### config.mk
export PLATFORM = sky130hd
export DESIGN_NAME = pooled_linked_list_engine_unit
export DESIGN_NICKNAME = d
export VERILOG_FILES = /design/src/rtl/core/pll_pkg.sv /design/src/rtl/core/pll_ctrl.sv /design/src/rtl/core/pll_datapath.sv /design/src/rtl/core/pooled_linked_list_engine_unit.sv
export SDC_FILE = /design/constraint.sdc
export NUM_CORES = 1
export LEC_CHECK = 0
export ABC_AREA = 1
export BUFFER_PORTS_ARGS = -buffer_cell sky130_fd_sc_hd__buf_2
export CAP_MARGIN = 0
export CELL_PAD_IN_SITES_DETAIL_PLACEMENT = 0
export CELL_PAD_IN_SITES_GLOBAL_PLACEMENT = 2
export CORE_MARGIN = 4
export CORE_UTILIZATION = 40
export CTS_BUF_LIST = sky130_fd_sc_hd__clkbuf_8 sky130_fd_sc_hd__clkbuf_16
export DETAILED_ROUTE_END_ITERATION = 12
export PLACE_DENSITY_LB_ADDON = 0.1
export SYNTH_ARGS = -nofsm -noshare
export SYNTH_HDL_FRONTEND = slang
export SYNTH_SLANG_ARGS = --single-unit
### constraint.sdc
create_clock -name clk -period 3 [get_ports clk]
set_clock_uncertainty 0.1 [all_clocks]
set_input_delay 0.15 -clock clk [delete_from_list [all_inputs] [get_ports clk]]
set_output_delay 0.15 -clock clk [all_outputs]
set_load 0.05 [all_outputs]
### src/rtl/core/pll_pkg.sv
// Shared types, constants and codes of the pooled linked list engine.
package pll_pkg;

	localparam int POOL_SLOTS_DEF = 16;
	localparam int VALUE_W        = 32;
	localparam int STATUS_W       = 2;
	localparam int SLOT_W         = 4;

	localparam logic MODE_INSERT = 1'b0;
	localparam logic MODE_REMOVE = 1'b1;

	localparam logic [STATUS_W-1:0] RES_DONE = 2'd0;
	localparam logic [STATUS_W-1:0] RES_FULL = 2'd1;
	localparam logic [STATUS_W-1:0] RES_MISS = 2'd2;

	typedef struct packed {
		logic                      mode;
		logic signed [VALUE_W-1:0] value;
	} pll_in_t;

	typedef struct packed {
		logic [STATUS_W-1:0] status;
		logic [SLOT_W-1:0]   slot;
	} pll_out_t;

	typedef enum logic [3:0] {
		ST_INIT,
		ST_IDLE,
		ST_START,
		ST_FREE_UPD,
		ST_WALK_CHK,
		ST_WALK_EVAL,
		ST_INS_LINK,
		ST_INS_PREV,
		ST_REM_UNLINK,
		ST_REM_PUSH,
		ST_DONE_OK,
		ST_DONE_FULL,
		ST_DONE_MISS
	} pll_state_t;

	typedef struct packed {
		logic                load;
		logic                init_wr;
		logic                free_rd;
		logic                free_upd;
		logic                walk_init;
		logic                prev_tail;
		logic                walk_rd;
		logic                walk_adv;
		logic                ins_link;
		logic                ins_prev;
		logic                rem_unlink;
		logic                rem_push;
		logic                emit;
		logic [STATUS_W-1:0] res;
	} pll_cmd_t;

	typedef struct packed {
		logic init_last;
		logic mode;
		logic sorted;
		logic pool_full;
		logic walk_more;
		logic ge;
		logic eq;
		logic gt;
		logic link_prev;
		logic out_free;
	} pll_sts_t;

endpackage

### src/rtl/core/pll_ctrl.sv
// Controller state machine: sequences init sweep, list walks and link updates.
module pll_ctrl (
	input  logic              clk,
	input  logic              arst_n,
	input  logic              in_valid,
	output logic              in_ready,
	input  pll_pkg::pll_sts_t sts,
	output pll_pkg::pll_cmd_t cmd
);
	import pll_pkg::*;

	pll_state_t state_q, state_d;

	always_ff @(posedge clk or negedge arst_n) begin
		if (!arst_n) begin
			state_q <= ST_INIT;
		end else begin
			state_q <= state_d;
		end
	end

	always_comb begin
		state_d = state_q;
		case (state_q)
			ST_INIT: begin
				if (sts.init_last) state_d = ST_IDLE;
			end
			ST_IDLE: begin
				if (in_valid) state_d = ST_START;
			end
			ST_START: begin
				if (sts.mode == MODE_INSERT) begin
					state_d = sts.pool_full ? ST_DONE_FULL : ST_FREE_UPD;
				end else begin
					state_d = ST_WALK_CHK;
				end
			end
			ST_FREE_UPD: begin
				state_d = sts.sorted ? ST_WALK_CHK : ST_INS_LINK;
			end
			ST_WALK_CHK: begin
				if (sts.walk_more) begin
					state_d = ST_WALK_EVAL;
				end else begin
					state_d = (sts.mode == MODE_INSERT) ? ST_INS_LINK : ST_DONE_MISS;
				end
			end
			ST_WALK_EVAL: begin
				if (sts.mode == MODE_INSERT) begin
					state_d = sts.ge ? ST_INS_LINK : ST_WALK_CHK;
				end else if (sts.eq) begin
					state_d = ST_REM_UNLINK;
				end else if (sts.sorted && sts.gt) begin
					state_d = ST_DONE_MISS;
				end else begin
					state_d = ST_WALK_CHK;
				end
			end
			ST_INS_LINK: begin
				state_d = sts.link_prev ? ST_INS_PREV : ST_DONE_OK;
			end
			ST_INS_PREV:   state_d = ST_DONE_OK;
			ST_REM_UNLINK: state_d = ST_REM_PUSH;
			ST_REM_PUSH:   state_d = ST_DONE_OK;
			ST_DONE_OK, ST_DONE_FULL, ST_DONE_MISS: begin
				if (sts.out_free) state_d = ST_IDLE;
			end
			default: state_d = ST_IDLE;
		endcase
	end

	always_comb begin
		cmd      = '0;
		cmd.res  = RES_DONE;
		in_ready = 1'b0;
		case (state_q)
			ST_INIT: cmd.init_wr = 1'b1;
			ST_IDLE: begin
				in_ready = 1'b1;
				cmd.load = in_valid;
			end
			ST_START: begin
				if (sts.mode == MODE_INSERT) begin
					cmd.free_rd = !sts.pool_full;
				end else begin
					cmd.walk_init = 1'b1;
				end
			end
			ST_FREE_UPD: begin
				cmd.free_upd  = 1'b1;
				cmd.walk_init = sts.sorted;
				cmd.prev_tail = !sts.sorted;
			end
			ST_WALK_CHK: cmd.walk_rd = sts.walk_more;
			ST_WALK_EVAL: begin
				if (sts.mode == MODE_INSERT) begin
					cmd.walk_adv = !sts.ge;
				end else begin
					cmd.walk_adv = !sts.eq && !(sts.sorted && sts.gt);
				end
			end
			ST_INS_LINK:   cmd.ins_link   = 1'b1;
			ST_INS_PREV:   cmd.ins_prev   = 1'b1;
			ST_REM_UNLINK: cmd.rem_unlink = 1'b1;
			ST_REM_PUSH:   cmd.rem_push   = 1'b1;
			ST_DONE_OK: begin
				cmd.emit = sts.out_free;
				cmd.res  = RES_DONE;
			end
			ST_DONE_FULL: begin
				cmd.emit = sts.out_free;
				cmd.res  = RES_FULL;
			end
			ST_DONE_MISS: begin
				cmd.emit = sts.out_free;
				cmd.res  = RES_MISS;
			end
			default: cmd = '0;
		endcase
	end

endmodule

### src/rtl/core/pll_datapath.sv
// Datapath: node pools, list pointers, walk registers and result register.
module pll_datapath #(
	parameter int POOL_SLOTS = pll_pkg::POOL_SLOTS_DEF
) (
	input  logic              clk,
	input  logic              arst_n,
	input  logic              cfg_valid,
	input  logic              cfg_data,
	input  pll_pkg::pll_in_t  in_data,
	output logic              out_valid,
	input  logic              out_ready,
	output pll_pkg::pll_out_t out_data,
	input  pll_pkg::pll_cmd_t cmd,
	output pll_pkg::pll_sts_t sts
);
	import pll_pkg::*;

	localparam int PW = $clog2(POOL_SLOTS + 1);
	localparam int IW = $clog2(POOL_SLOTS);
	localparam logic [PW-1:0] EMPTY = PW'(POOL_SLOTS);

	logic signed [VALUE_W-1:0] vals_mem [POOL_SLOTS];
	logic [PW-1:0]             links_mem [POOL_SLOTS];

	logic [PW-1:0]             head_q, tail_q, free_q;
	logic [IW-1:0]             init_idx_q;
	logic                      sorted_q;
	logic                      out_valid_q;
	pll_out_t                  out_q;

	logic signed [VALUE_W-1:0] key_q;
	logic                      mode_q;
	logic [IW-1:0]             p_q;
	logic [PW-1:0]             cur_q, prev_q, steps_q;
	logic signed [VALUE_W-1:0] rd_val_q;
	logic [PW-1:0]             rd_link_q;

	logic                      lk_we, lk_re;
	logic [IW-1:0]             lk_wa, lk_ra;
	logic [PW-1:0]             lk_wd;
	logic [PW-1:0]             p_ext;
	logic                      head_ok, prev_ok, next_ok, cur_ok;

	assign p_ext   = PW'(p_q);
	assign head_ok = head_q < EMPTY;
	assign prev_ok = prev_q < EMPTY;
	assign cur_ok  = cur_q < EMPTY;
	assign next_ok = rd_link_q < EMPTY;

	always_comb begin
		lk_we = 1'b0;
		lk_wa = cur_q[IW-1:0];
		lk_wd = free_q;
		if (cmd.init_wr) begin
			lk_we = 1'b1;
			lk_wa = init_idx_q;
			lk_wd = PW'(init_idx_q) + PW'(1);
		end else if (cmd.ins_link) begin
			lk_we = 1'b1;
			lk_wa = p_q;
			if (!head_ok) begin
				lk_wd = EMPTY;
			end else if (!prev_ok) begin
				lk_wd = head_q;
			end else begin
				lk_wd = cur_q;
			end
		end else if (cmd.ins_prev) begin
			lk_we = 1'b1;
			lk_wa = prev_q[IW-1:0];
			lk_wd = p_ext;
		end else if (cmd.rem_unlink) begin
			lk_we = prev_ok;
			lk_wa = prev_q[IW-1:0];
			lk_wd = rd_link_q;
		end else if (cmd.rem_push) begin
			lk_we = 1'b1;
			lk_wa = cur_q[IW-1:0];
			lk_wd = free_q;
		end
	end

	assign lk_re = cmd.free_rd | cmd.walk_rd;
	assign lk_ra = cmd.free_rd ? free_q[IW-1:0] : cur_q[IW-1:0];

	always_ff @(posedge clk) begin
		if (cmd.free_rd) vals_mem[free_q[IW-1:0]] <= key_q;
		if (cmd.walk_rd) rd_val_q <= vals_mem[cur_q[IW-1:0]];
	end

	always_ff @(posedge clk) begin
		if (lk_we) links_mem[lk_wa] <= lk_wd;
		if (lk_re) rd_link_q <= links_mem[lk_ra];
	end

	always_ff @(posedge clk or negedge arst_n) begin
		if (!arst_n) begin
			head_q      <= EMPTY;
			tail_q      <= EMPTY;
			free_q      <= '0;
			init_idx_q  <= '0;
			sorted_q    <= 1'b0;
			out_valid_q <= 1'b0;
		end else begin
			if (cfg_valid) sorted_q <= cfg_data;
			if (cmd.init_wr) init_idx_q <= init_idx_q + IW'(1);
			if (cmd.free_upd) free_q <= rd_link_q;
			if (cmd.rem_push) free_q <= cur_q;
			if (cmd.ins_link) begin
				if (!head_ok) begin
					head_q <= p_ext;
					tail_q <= p_ext;
				end else if (!prev_ok) begin
					head_q <= p_ext;
				end
			end
			if (cmd.ins_prev && prev_q == tail_q) tail_q <= p_ext;
			if (cmd.rem_unlink) begin
				if (!prev_ok && !next_ok) begin
					head_q <= EMPTY;
					tail_q <= EMPTY;
				end else begin
					if (!prev_ok) head_q <= rd_link_q;
					if (cur_q == tail_q) tail_q <= prev_q;
				end
			end
			if (cmd.emit) begin
				out_valid_q <= 1'b1;
			end else if (out_ready) begin
				out_valid_q <= 1'b0;
			end
		end
	end

	always_ff @(posedge clk) begin
		if (cmd.load) begin
			key_q  <= in_data.value;
			mode_q <= in_data.mode;
		end
		if (cmd.free_rd) p_q <= free_q[IW-1:0];
		if (cmd.walk_init) begin
			prev_q  <= EMPTY;
			cur_q   <= head_q;
			steps_q <= '0;
		end
		if (cmd.prev_tail) begin
			prev_q <= tail_q;
			cur_q  <= EMPTY;
		end
		if (cmd.walk_adv) begin
			prev_q  <= cur_q;
			cur_q   <= rd_link_q;
			steps_q <= steps_q + PW'(1);
		end
		if (cmd.emit) begin
			out_q.status <= cmd.res;
			if (cmd.res == RES_DONE) begin
				out_q.slot <= (mode_q == MODE_REMOVE) ? SLOT_W'(cur_q[IW-1:0]) : SLOT_W'(p_q);
			end else begin
				out_q.slot <= '0;
			end
		end
	end

	assign out_valid = out_valid_q;
	assign out_data  = out_q;

	always_comb begin
		sts.init_last = init_idx_q == IW'(POOL_SLOTS - 1);
		sts.mode      = mode_q;
		sts.sorted    = sorted_q;
		sts.pool_full = !(free_q < EMPTY);
		sts.walk_more = (steps_q < EMPTY) && cur_ok;
		sts.ge        = rd_val_q >= key_q;
		sts.eq        = rd_val_q == key_q;
		sts.gt        = rd_val_q > key_q;
		sts.link_prev = head_ok && prev_ok;
		sts.out_free  = !out_valid_q || out_ready;
	end

endmodule

### src/rtl/core/pooled_linked_list_engine_unit.sv
// Top level of the pooled linked list engine: controller plus datapath.
//
//   channel  direction  handshake            payload
//   cfg      in         cfg_valid/cfg_ready  cfg_data (keep_sorted)
//   in       in         in_valid/in_ready    in_data  (mode, value)
//   out      out        out_valid/out_ready  out_data (status, slot)
//
// One item at a time. A full pool gives its result without touching the lists, an
// unsorted insert links the new node in at the tail, and a sorted insert or a
// remove walks the list node by node; each step reads value and link from the
// pools and compares. The next transfer can follow in the cycle after the result
// is written.
// After reset a sweep over all POOL_SLOTS slots builds the free list; in_ready is
// low meanwhile, configuration writes are taken. A result waiting on out_ready
// holds the controller in its final state; the next item is taken once the
// result register has accepted it.
module pooled_linked_list_engine_unit #(
	parameter int POOL_SLOTS = pll_pkg::POOL_SLOTS_DEF
) (
	input  logic              clk,
	input  logic              arst_n,
	input  logic              cfg_valid,
	output logic              cfg_ready,
	input  logic              cfg_data,
	input  logic              in_valid,
	output logic              in_ready,
	input  pll_pkg::pll_in_t  in_data,
	output logic              out_valid,
	input  logic              out_ready,
	output pll_pkg::pll_out_t out_data
);
	import pll_pkg::*;

	pll_cmd_t cmd;
	pll_sts_t sts;

	assign cfg_ready = 1'b1;

	pll_ctrl u_ctrl (
		.clk      (clk),
		.arst_n   (arst_n),
		.in_valid (in_valid),
		.in_ready (in_ready),
		.sts      (sts),
		.cmd      (cmd)
	);

	pll_datapath #(
		.POOL_SLOTS (POOL_SLOTS)
	) u_datapath (
		.clk       (clk),
		.arst_n    (arst_n),
		.cfg_valid (cfg_valid),
		.cfg_data  (cfg_data),
		.in_data   (in_data),
		.out_valid (out_valid),
		.out_ready (out_ready),
		.out_data  (out_data),
		.cmd       (cmd),
		.sts       (sts)
	);

	a_one_at_a_time: assert property (@(posedge clk) disable iff (!arst_n)
		in_valid && in_ready |=> !in_ready)
		else $error("input transfer taken while an item is in work");

	a_emit_room: assert property (@(posedge clk) disable iff (!arst_n)
		cmd.emit |-> sts.out_free)
		else $error("result written over a pending result");

	a_slot_zero: assert property (@(posedge clk) disable iff (!arst_n)
		out_valid && out_data.status != RES_DONE |-> out_data.slot == '0)
		else $error("nonzero slot on a failed operation");

endmodule
==> impl_metrics.prom, run 1 <==
# TYPE chip_impl_metric gauge
chip_impl_info{name="dominantRegCellSynth",value="sky130_fd_sc_hd__edfxtp_1"} 1
chip_impl_metric{name="clock_tree.htree_level_count",unit=""} 3
chip_impl_info{name="critical_path.endpoint_type",value="flip-flop"} 1
chip_impl_metric{name="cp.required",unit="ps"} 3250
chip_impl_metric{name="ys_async_sr_fraction",unit="%"} 3.51
chip_impl_metric{name="grt_max_degree",unit=""} 129
chip_impl_metric{name="global_router_s_overall_resource_usage",unit="%"} 21.4
chip_impl_metric{name="synth_enable_flop_cells",unit=""} 687
chip_impl_metric{name="final_hold_violations",unit=""} 0
chip_impl_metric{name="syn2layout_area_growth",unit="%"} 18.1
chip_impl_metric{name="synthesized_area_divided_by_synthesized_cell_count",unit="um^2"} 12.8
chip_impl_metric{name="max_slew_margin",unit="%"} 46.2
chip_impl_metric{name="final-setup-viol-count",unit=""} 0
chip_impl_metric{name="io_buffers",unit=""} 46
chip_impl_metric{name="yosys_warnings",unit=""} 0
chip_impl_info{name="worstReg2RegEnd",value="u_datapath.steps_q[0]"} 1
chip_impl_metric{name="pwr_density_cell",unit="nW/um^2"} 901
chip_impl_info{name="rsz0062_at_grt",value="no"} 1
chip_impl_info{name="clock-root-buffer",value="sky130_fd_sc_hd__clkbuf_16"} 1
chip_impl_metric{name="global_route_wire_length_before_repair",unit="um"} 123000
chip_impl_metric{name="synthesis.instances",unit=""} 2279
chip_impl_metric{name="synth-compound-area-share",unit="%"} 12.3
chip_impl_metric{name="antenna_found_initial",unit=""} 0
chip_impl_metric{name="first_global_vias",unit=""} 18400
chip_impl_metric{name="layout.nets",unit=""} 2508
chip_impl_metric{name="crit_path_max_incr_delay",unit="ps"} 390
chip_impl_metric{name="detail_route.iter0.violations",unit=""} 1683
chip_impl_metric{name="antenna_left",unit=""} 0
chip_impl_metric{name="dieArea",unit="um^2"} 77200
chip_impl_metric{name="ir_worst_vdd",unit="mV"} 0.549
chip_impl_metric{name="pre_cts_slack",unit="ps"} 120
chip_impl_info{name="cpMaxStageDelayCell",value="sky130_fd_sc_hd__edfxtp_1"} 1
chip_impl_metric{name="multiInputGateArea",unit="um^2"} 6950
chip_impl_metric{name="maxClockFrequency",unit="GHz"} 0.375
chip_impl_metric{name="routed-via-count",unit=""} 19000
chip_impl_metric{name="path_clk_slew",unit="ps"} 60
chip_impl_metric{name="netlist-cell-type-count",unit=""} 53
chip_impl_metric{name="place_inst",unit=""} 3259
chip_impl_metric{name="routabilityCongestion",unit=""} 0.850
chip_impl_info{name="critical_path.endpoint",value="u_datapath.steps_q[0]"} 1
chip_impl_metric{name="synth.yosys.seq_area_share",unit="%"} 73.0
chip_impl_info{name="crit-reg2reg-launch",value="u_datapath.key_q[14]"} 1
chip_impl_metric{name="design_power_total",unit="mW"} 31.0
chip_impl_metric{name="finalWorstPathRequiredPeriod",unit="ps"} 2670
chip_impl_metric{name="io_pins",unit=""} 48
chip_impl_metric{name="drv_cap",unit=""} 0
chip_impl_metric{name="final_critical_path_setup_slack",unit="ps"} 334
chip_impl_metric{name="maximum_net_fanout_on_the_critical_path",unit=""} 8
chip_impl_info{name="crit_type",value="flip-flop to flip-flop"} 1
chip_impl_metric{name="chip_width",unit="um"} 278
chip_impl_metric{name="final-max-slew-violation-count",unit=""} 0
chip_impl_metric{name="mappedNetlistArea",unit="um^2"} 29100
chip_impl_metric{name="number_of_synthesized_register_bits",unit=""} 712
chip_impl_metric{name="drt_pre_antenna_iters",unit=""} 5
chip_impl_metric{name="initial_core_util",unit="%"} 40.5
chip_impl_metric{name="final_cell_count_without_fillers",unit=""} 3452
chip_impl_metric{name="fillCellCount",unit=""} 6391
chip_impl_metric{name="post_drt_wl_per_cell",unit="um"} 24.4
chip_impl_info{name="critical_path.startpoint_type",value="flip-flop"} 1
chip_impl_metric{name="worst-slew-pin-transition",unit="ps"} 807
chip_impl_metric{name="whs",unit="ps"} 134
chip_impl_metric{name="dp.final_hpwl",unit="um"} 44000
chip_impl_metric{name="final.setup.tns",unit="ps"} 0
chip_impl_metric{name="drive_above_1_share",unit="%"} 13.9
chip_impl_metric{name="cts_buffers",unit=""} 82
chip_impl_metric{name="r2r_slack",unit="ps"} 330
chip_impl_info{name="path_cells",value="inv_1 -> ha_1 -> nand2_1 -> nor2_1 -> nand4_1 -> buf_4 -> nor2_2 -> nand2_2 -> nand3_1 -> nand2_1 -> nand3_1 -> nand2_1 -> nand2_2 -> buf_4 -> nand3_2"} 1
chip_impl_metric{name="routed_wirelength",unit="um"} 84200
chip_impl_metric{name="die-height",unit="um"} 278
chip_impl_metric{name="rows",unit=""} 98
chip_impl_metric{name="synth.mux.area_fraction",unit="%"} 0.0386
chip_impl_metric{name="worst_ep_arrival_time",unit="ps"} 2920
chip_impl_metric{name="clk_latency",unit="ps"} 630
chip_impl_info{name="min_path_type",value="input port to flip-flop"} 1
chip_impl_metric{name="timing.reg2reg.worst_path_depth",unit=""} 15
chip_impl_metric{name="synth_adder_area_share",unit="%"} 1.46
chip_impl_metric{name="synthXorXnorAreaFrac",unit="%"} 0.210
chip_impl_info{name="outcome",value="finished, final reports clean"} 1
chip_impl_info{name="dominant_combinational_cell_family_by_area_after_synthesis",value="compound AO/OA/AOI/OAI gates"} 1
chip_impl_info{name="cpMostUsedCell",value="sky130_fd_sc_hd__nand2_1"} 1
chip_impl_metric{name="core_region_area",unit="um^2"} 71900
chip_impl_metric{name="p_leak",unit="nW"} 12.1
chip_impl_info{name="startpoint",value="u_datapath.key_q[14]"} 1
chip_impl_metric{name="dr_vias_cell",unit=""} 5.49
chip_impl_metric{name="synth.net_count",unit=""} 2352
chip_impl_info{name="clock_tree_from_tritoncts",value="built"} 1
chip_impl_metric{name="clk_path_buf_depth",unit=""} 3
chip_impl_metric{name="synthSimpleGateAreaFrac",unit="%"} 9.40
chip_impl_metric{name="overflow",unit=""} 0
chip_impl_metric{name="clock_sinks",unit=""} 712
chip_impl_metric{name="seq_area",unit="um^2"} 21300
chip_impl_metric{name="post-route-drc-count",unit=""} 0
chip_impl_metric{name="fin_crit_share",unit="%"} 88.9
registers in the layout (all words and copies together) (netlist names), 4 cells and up:
| name | count |
|---|---|
| u_datapath.vals_mem | 512 |
| u_datapath.links_mem | 80 |
| u_datapath.key_q | 32 |
| u_datapath.rd_val_q | 32 |
| u_datapath.out_data | 6 |
| u_datapath.cur_q | 5 |
| u_datapath.free_q | 5 |
| u_datapath.head_q | 5 |
| u_datapath.prev_q | 5 |
| u_datapath.rd_link_q | 5 |
| u_datapath.steps_q | 5 |
| u_datapath.tail_q | 5 |
| u_ctrl.state_q | 4 |
| u_datapath.init_idx_q | 4 |
| u_datapath.p_q | 4 |
critical path: cells and delay by family, from the launching register on:
family        cells  cell delay [ps]
fa+ha+maj         1              270
simple gates     11             1180
buf+inv           3              430
flops             1              390
routing by layer:
layer,vias to the layer above,track usage (%),share of wire (%)
met1,9558,29.3,44
met5,-,0,0
met4,0,5.93,2.5
met3,135,3.51,5.2
met2,533,35.7,48
li1,8731,-,-
per-stage QoR:
step | utilization [%] | instance area, um^2
after floorplan | - | 29100
after global placement | 43.6 | 31300
after detailed placement | 43.6 | 31300
after CTS | 47.8 | 34400
after global routing | 47.9 | 34400
final | 47.9 | 34400
placed cells by master, fill, tap and decap left out, types with 9 or more instances in the layout:
| master | synthesis | routed |
|---|---|---|
| sky130_fd_sc_hd__edfxtp_1 | 687 | 687 |
| sky130_fd_sc_hd__nor2_1 | 362 | 344 |
| sky130_fd_sc_hd__o21ai_0 | 326 | 324 |
| sky130_fd_sc_hd__nand2_1 | 189 | 189 |
| sky130_fd_sc_hd__inv_1 | 125 | 139 |
| sky130_fd_sc_hd__o221ai_1 | 101 | 101 |
| sky130_fd_sc_hd__buf_4 | 4 | 87 |
| sky130_fd_sc_hd__clkbuf_16 | 0 | 85 |
| sky130_fd_sc_hd__nand3_1 | 83 | 81 |
| sky130_fd_sc_hd__o211ai_1 | 51 | 51 |
| sky130_fd_sc_hd__buf_2 | 23 | 46 |
| sky130_fd_sc_hd__dlygate4sd3_1 | 0 | 39 |
| sky130_fd_sc_hd__o22ai_1 | 34 | 34 |
| sky130_fd_sc_hd__ha_1 | 34 | 34 |
| sky130_fd_sc_hd__a21oi_1 | 28 | 28 |
| sky130_fd_sc_hd__buf_12 | 0 | 27 |
| sky130_fd_sc_hd__dfrtp_1 | 23 | 23 |
| sky130_fd_sc_hd__nor2_4 | 2 | 20 |
| sky130_fd_sc_hd__o21ai_1 | 18 | 20 |
| sky130_fd_sc_hd__clkinv_2 | 0 | 20 |
| sky130_fd_sc_hd__inv_2 | 13 | 14 |
| sky130_fd_sc_hd__clkinv_1 | 1 | 13 |
| sky130_fd_sc_hd__nand2_2 | 9 | 9 |
cell families (layout without fill, tap and decap cells):
kind of cell / after synthesis / count (layout)
flip-flops: 712 / 712
AND/OR/NAND/NOR: 672 / 672
AO/OA/AOI/OAI: 586 / 586
adder cells (fa/ha/maj): 34 / 34
buffers and inverters: 266 / 488
other: 1 / 2
multiplexers: 1 / 1
XOR/XNOR: 7 / 7
synthesized netlist by cell type (all sizes together) (2+ instances only):
library cell  count  area [um^2]
a211oi            2         15.0
a21o              3         22.5
a21oi            29          149
a221oi            3         26.3
buf              40          216
clkbuf           87          330
dfrtp            23          576
dfstp             2         52.6
edfxtp          687        20600
ha               34          425
inv             138          518
nand2           198          766
nand3            84          425
nand4             8         56.3
nor2            371         1430
nor3              4         20.0
nor4              2         12.5
o211ai           51          383
o21ai           345         1730
o21bai            7         52.6
o221ai          101          885
o22ai            34          213
o32ai             2         17.5
or2               3         18.8
xnor2             4         35.0
xor2              3         26.3
area by class of cell:
class | instances | area share (%)
clock inverter | 64 | 1.48
sequential | 712 | 61.8
clock buffer | 86 | 6.22
multi-input combinational | 1301 | 20.2
tap | 950 | 3.46
timing repair buffer | 199 | 5.27
inverter | 139 | 1.54
antenna | 1 | 0.00727
timing repair:
item                                    in CTS  in global routing
endpoints found under the setup margin       0                 15
setup buffers                                0                  2
hold buffers                                40                  0
hold endpoints to repair                    68                  0
gates resized for setup                      0                  2
worst min-delay path by stage:
stage                                      end       start  cells after the start
after global routing       u_datapath.key_q[2]  in_data[2]                      2
after floorplan              u_ctrl.state_q[0]      arst_n                      0
after global placement    u_datapath.out_valid      arst_n                      1
final                      u_datapath.key_q[2]  in_data[2]                      2
after CTS                  u_datapath.key_q[5]  in_data[5]                      2
after detailed placement  u_datapath.out_valid      arst_n                      1
where the power goes:
group | internal, mW | switching, mW
Clock | 5.76 | 3.99
Sequential | 12.2 | 0.434
Combinational | 2.50 | 6.06
Total | 20.5 | 10.5
Power figures use the tool's default switching activity.
==> run 2, diff against run 1 <==
--- a/config.mk
+++ b/config.mk
@@ -14,6 +14,7 @@
 export CORE_UTILIZATION = 40
 export CTS_BUF_LIST = sky130_fd_sc_hd__clkbuf_8 sky130_fd_sc_hd__clkbuf_16
 export DETAILED_ROUTE_END_ITERATION = 12
+export GPL_ROUTABILITY_DRIVEN = 1
 export PLACE_DENSITY_LB_ADDON = 0.1
 export SYNTH_ARGS = -nofsm -noshare
 export SYNTH_HDL_FRONTEND = slang
==> constraint.sdc (replaced) <==
create_clock -name clk -period 3 [get_ports clk]
set_clock_uncertainty 0.1 [all_clocks]
set_input_delay 0.15 -clock clk [delete_from_list [all_inputs] [get_ports clk]]
set_output_delay 0.15 -clock clk [all_outputs]
set_load 0.01 [all_outputs]
==> run 2 against run 1 <==
Maximum frequency decreased by 0.93%. Count of clock-buffer cells in the layout decreased by 7. Non-clock buffer count increased by 1. Critical endpoint is now u_datapath.steps_q[2].
==> impl_metrics.prom, run 2 (same netlist as run 1, synthesis figures left out) <==
# TYPE chip_impl_metric gauge
chip_impl_info{name="outcome",value="finished, final reports clean"} 1
chip_impl_metric{name="overflow",unit=""} 0
chip_impl_metric{name="final_hold_violations",unit=""} 0
chip_impl_info{name="mostFrequentLayoutCell",value="sky130_fd_sc_hd__edfxtp_1"} 1
chip_impl_metric{name="rows",unit=""} 98
chip_impl_metric{name="final_cell_count_without_fillers",unit=""} 3445
chip_impl_metric{name="io_pins",unit=""} 48
chip_impl_metric{name="clk_latency",unit="ps"} 630
chip_impl_metric{name="clock_sinks",unit=""} 712
chip_impl_metric{name="clk_path_buf_depth",unit=""} 3
chip_impl_metric{name="worst-slew-pin-transition",unit="ps"} 786
chip_impl_metric{name="total_switching_power",unit="mW"} 10.4
chip_impl_metric{name="io_buffers",unit=""} 46
chip_impl_metric{name="routed-via-count",unit=""} 19000
chip_impl_metric{name="syn2layout_area_growth",unit="%"} 17.7
chip_impl_metric{name="global_router_s_overall_resource_usage",unit="%"} 21.3
chip_impl_metric{name="antenna_found_initial",unit=""} 0
chip_impl_info{name="min_path_type",value="input port to asynchronous set/reset pin"} 1
chip_impl_metric{name="post_cts_buffers",unit=""} 0
chip_impl_metric{name="maximum_net_fanout_on_the_critical_path",unit=""} 7
chip_impl_metric{name="antenna_left",unit=""} 0
chip_impl_info{name="critical-path-top-delay-family",value="simple AND/OR/NAND/NOR gates"} 1
chip_impl_metric{name="core_region_area",unit="um^2"} 71900
chip_impl_metric{name="timing.reg2reg.worst_path_depth",unit=""} 16
chip_impl_metric{name="largest_register_ffs",unit=""} 512
chip_impl_metric{name="maxClockFrequency",unit="GHz"} 0.372
chip_impl_info{name="cpMostUsedCell",value="sky130_fd_sc_hd__nand2_1"} 1
chip_impl_metric{name="global_route_wire_length_before_repair",unit="um"} 123000
chip_impl_metric{name="drive_above_1_share",unit="%"} 13.7
chip_impl_info{name="critical_path.startpoint_type",value="flip-flop"} 1
chip_impl_info{name="cpMaxStageDelayCell",value="sky130_fd_sc_hd__edfxtp_1"} 1
chip_impl_metric{name="drv_cap",unit=""} 0
chip_impl_metric{name="first_global_vias",unit=""} 18600
chip_impl_metric{name="seq_power_share",unit="%"} 41.4
chip_impl_metric{name="cp_num_buf_inv",unit=""} 3
chip_impl_info{name="mostFrequentLayoutCells",value="sky130_fd_sc_hd__edfxtp_1, sky130_fd_sc_hd__nor2_1, sky130_fd_sc_hd__o21ai_0, sky130_fd_sc_hd__nand2_1, sky130_fd_sc_hd__inv_1"} 1
chip_impl_metric{name="cts_buffers",unit=""} 79
chip_impl_metric{name="drt_pre_antenna_iters",unit=""} 5
chip_impl_metric{name="layout.nets",unit=""} 2506
chip_impl_metric{name="final-setup-viol-count",unit=""} 0
chip_impl_metric{name="final-max-slew-violation-count",unit=""} 0
chip_impl_info{name="worstReg2RegEnd",value="u_datapath.steps_q[2]"} 1
chip_impl_info{name="clock_tree_from_tritoncts",value="built"} 1
chip_impl_info{name="path_cells",value="inv_1 -> ha_1 -> nand2_1 -> inv_1 -> nand2_1 -> nand2_1 -> nand2_1 -> nand2_1 -> a21oi_2 -> nand3_1 -> nand2_1 -> nand3_1 -> nand2_1 -> nand2_2 -> buf_4 -> nand3_1"} 1
chip_impl_info{name="crit-reg2reg-launch",value="u_datapath.key_q[10]"} 1
chip_impl_metric{name="detail_route.iter0.violations",unit=""} 1486
chip_impl_metric{name="power.share.combinational",unit="%"} 27.8
chip_impl_metric{name="crit_path_max_incr_delay",unit="ps"} 430
chip_impl_metric{name="finalWorstPathRequiredPeriod",unit="ps"} 2690
chip_impl_metric{name="fin_crit_share",unit="%"} 89.7
chip_impl_metric{name="worst_ep_arrival_time",unit="ps"} 2900
chip_impl_metric{name="chip_width",unit="um"} 278
chip_impl_metric{name="path_clk_slew",unit="ps"} 60
chip_impl_metric{name="post_drt_wl_per_cell",unit="um"} 24.4
chip_impl_metric{name="ir_worst_vdd",unit="mV"} 0.521
chip_impl_metric{name="post-route-drc-count",unit=""} 0
chip_impl_metric{name="fillCellCount",unit=""} 6457
chip_impl_metric{name="place_inst",unit=""} 3264
chip_impl_metric{name="clock_tree.htree_level_count",unit=""} 3
chip_impl_metric{name="dp.final_hpwl",unit="um"} 44900
chip_impl_info{name="crit_type",value="flip-flop to flip-flop"} 1
chip_impl_info{name="critical_path.endpoint_type",value="flip-flop"} 1
chip_impl_metric{name="max_slew_margin",unit="%"} 47.6
chip_impl_metric{name="initial_core_util",unit="%"} 40.5
chip_impl_metric{name="routed_wirelength",unit="um"} 83900
chip_impl_info{name="clock-root-buffer",value="sky130_fd_sc_hd__clkbuf_16"} 1
chip_impl_metric{name="pwr_density_cell",unit="nW/um^2"} 893
chip_impl_metric{name="final.setup.tns",unit="ps"} 0
chip_impl_metric{name="die-height",unit="um"} 278
chip_impl_metric{name="p_leak",unit="nW"} 12.0
chip_impl_info{name="rsz0062_at_grt",value="no"} 1
chip_impl_metric{name="power.switching_fraction",unit="%"} 33.9
chip_impl_metric{name="r2r_slack",unit="ps"} 310
chip_impl_metric{name="p_int",unit="mW"} 20.2
chip_impl_metric{name="dr_vias_cell",unit=""} 5.50
chip_impl_metric{name="cp.required",unit="ps"} 3210
chip_impl_metric{name="dieArea",unit="um^2"} 77200
chip_impl_metric{name="antenna_cells_inserted",unit=""} 0
chip_impl_metric{name="grt_max_degree",unit=""} 103
chip_impl_metric{name="power.share.clock",unit="%"} 30.9
chip_impl_metric{name="routabilityCongestion",unit=""} 0.829
-- run 2: what timing repair did --
item | 4_1_cts | 5_1_grt
endpoints found under the setup margin | 0 | 15
endpoints found under the hold margin | 69 | 0
hold buffers | 38 | 0
resized for setup | 0 | 2
-- run 2: power by group through the flow --
stage                     Clock [mW]  Combinational [mW]  Sequential [mW]
after floorplan                    0                5.18             12.8
after global placement             0                8.48             12.9
after detailed placement           0                8.52             12.9
after CTS                       9.70                8.59             12.7
after global routing            10.1                9.44             12.7
final                           9.46                8.50             12.7
-- run 2: worst reg2reg max path, delay by kind of cell (launching register included) --
family | cells | cell delay [ps]
buf+inv | 3 | 300
simple gates | 11 | 1110
compound gates | 1 | 230
flops | 1 | 430
fa+ha+maj | 1 | 220
-- run 2: cell type report --
cell class                 count  area, um^2  share of cell area, %
clock buffer                  79        1980                   5.76
clock inverter                64         564                   1.65
inverter                     139         529                   1.54
multi-input combinational   1301        6960                   20.3
sequential                   712       21300                   62.0
tap                          950        1190                   3.47
timing repair buffer         200        1820                   5.31
-- run 2: per-layer routing --
metal / up-vias / routed length [um] / track usage (%)
met1: 9622 / 37100 / 29.2
met4: 0 / 2530 / 6.46
met2: 475 / 40500 / 35.3
li1: 8711 / - / -
met3: 149 / 3720 / 3.25
met5: - / 0 / 0
-- run 2: worst max path at each step --
stage | slack (ps) | cells after the start | start | to
after global routing | 10 | 16 | u_datapath.key_q[15] | u_datapath.steps_q[4]
after floorplan | 80 | 5 | u_ctrl.state_q[3] | u_datapath.vals_mem[0][0]
final | 310 | 16 | u_datapath.key_q[10] | u_datapath.steps_q[2]
after detailed placement | 130 | 16 | u_datapath.key_q[10] | u_datapath.cur_q[1]
after global placement | 170 | 16 | u_datapath.key_q[10] | u_datapath.prev_q[0]
after CTS | 120 | 16 | u_datapath.key_q[10] | u_datapath.prev_q[1]
-- run 2: metrics by stage --
| step | hold WS (ps) | util (%) | power (mW) | area, um^2 | worst slack [ps] |
|---|---|---|---|---|---|
| 3_3_place_gp | 135 | 43.6 | 21.3 | 31400 | 168 |
| 6_report | 27.2 | 47.7 | 30.6 | 34300 | 309 |
| 3_5_place_dp | 142 | 43.6 | 21.4 | 31400 | 133 |
| 5_1_grt | 53.9 | 47.7 | 32.3 | 34300 | 12.5 |
| 4_1_cts | 5.32 | 47.7 | 31.0 | 34300 | 120 |
| 2_1_floorplan | -246 | - | 18.0 | 29100 | 82.5 |
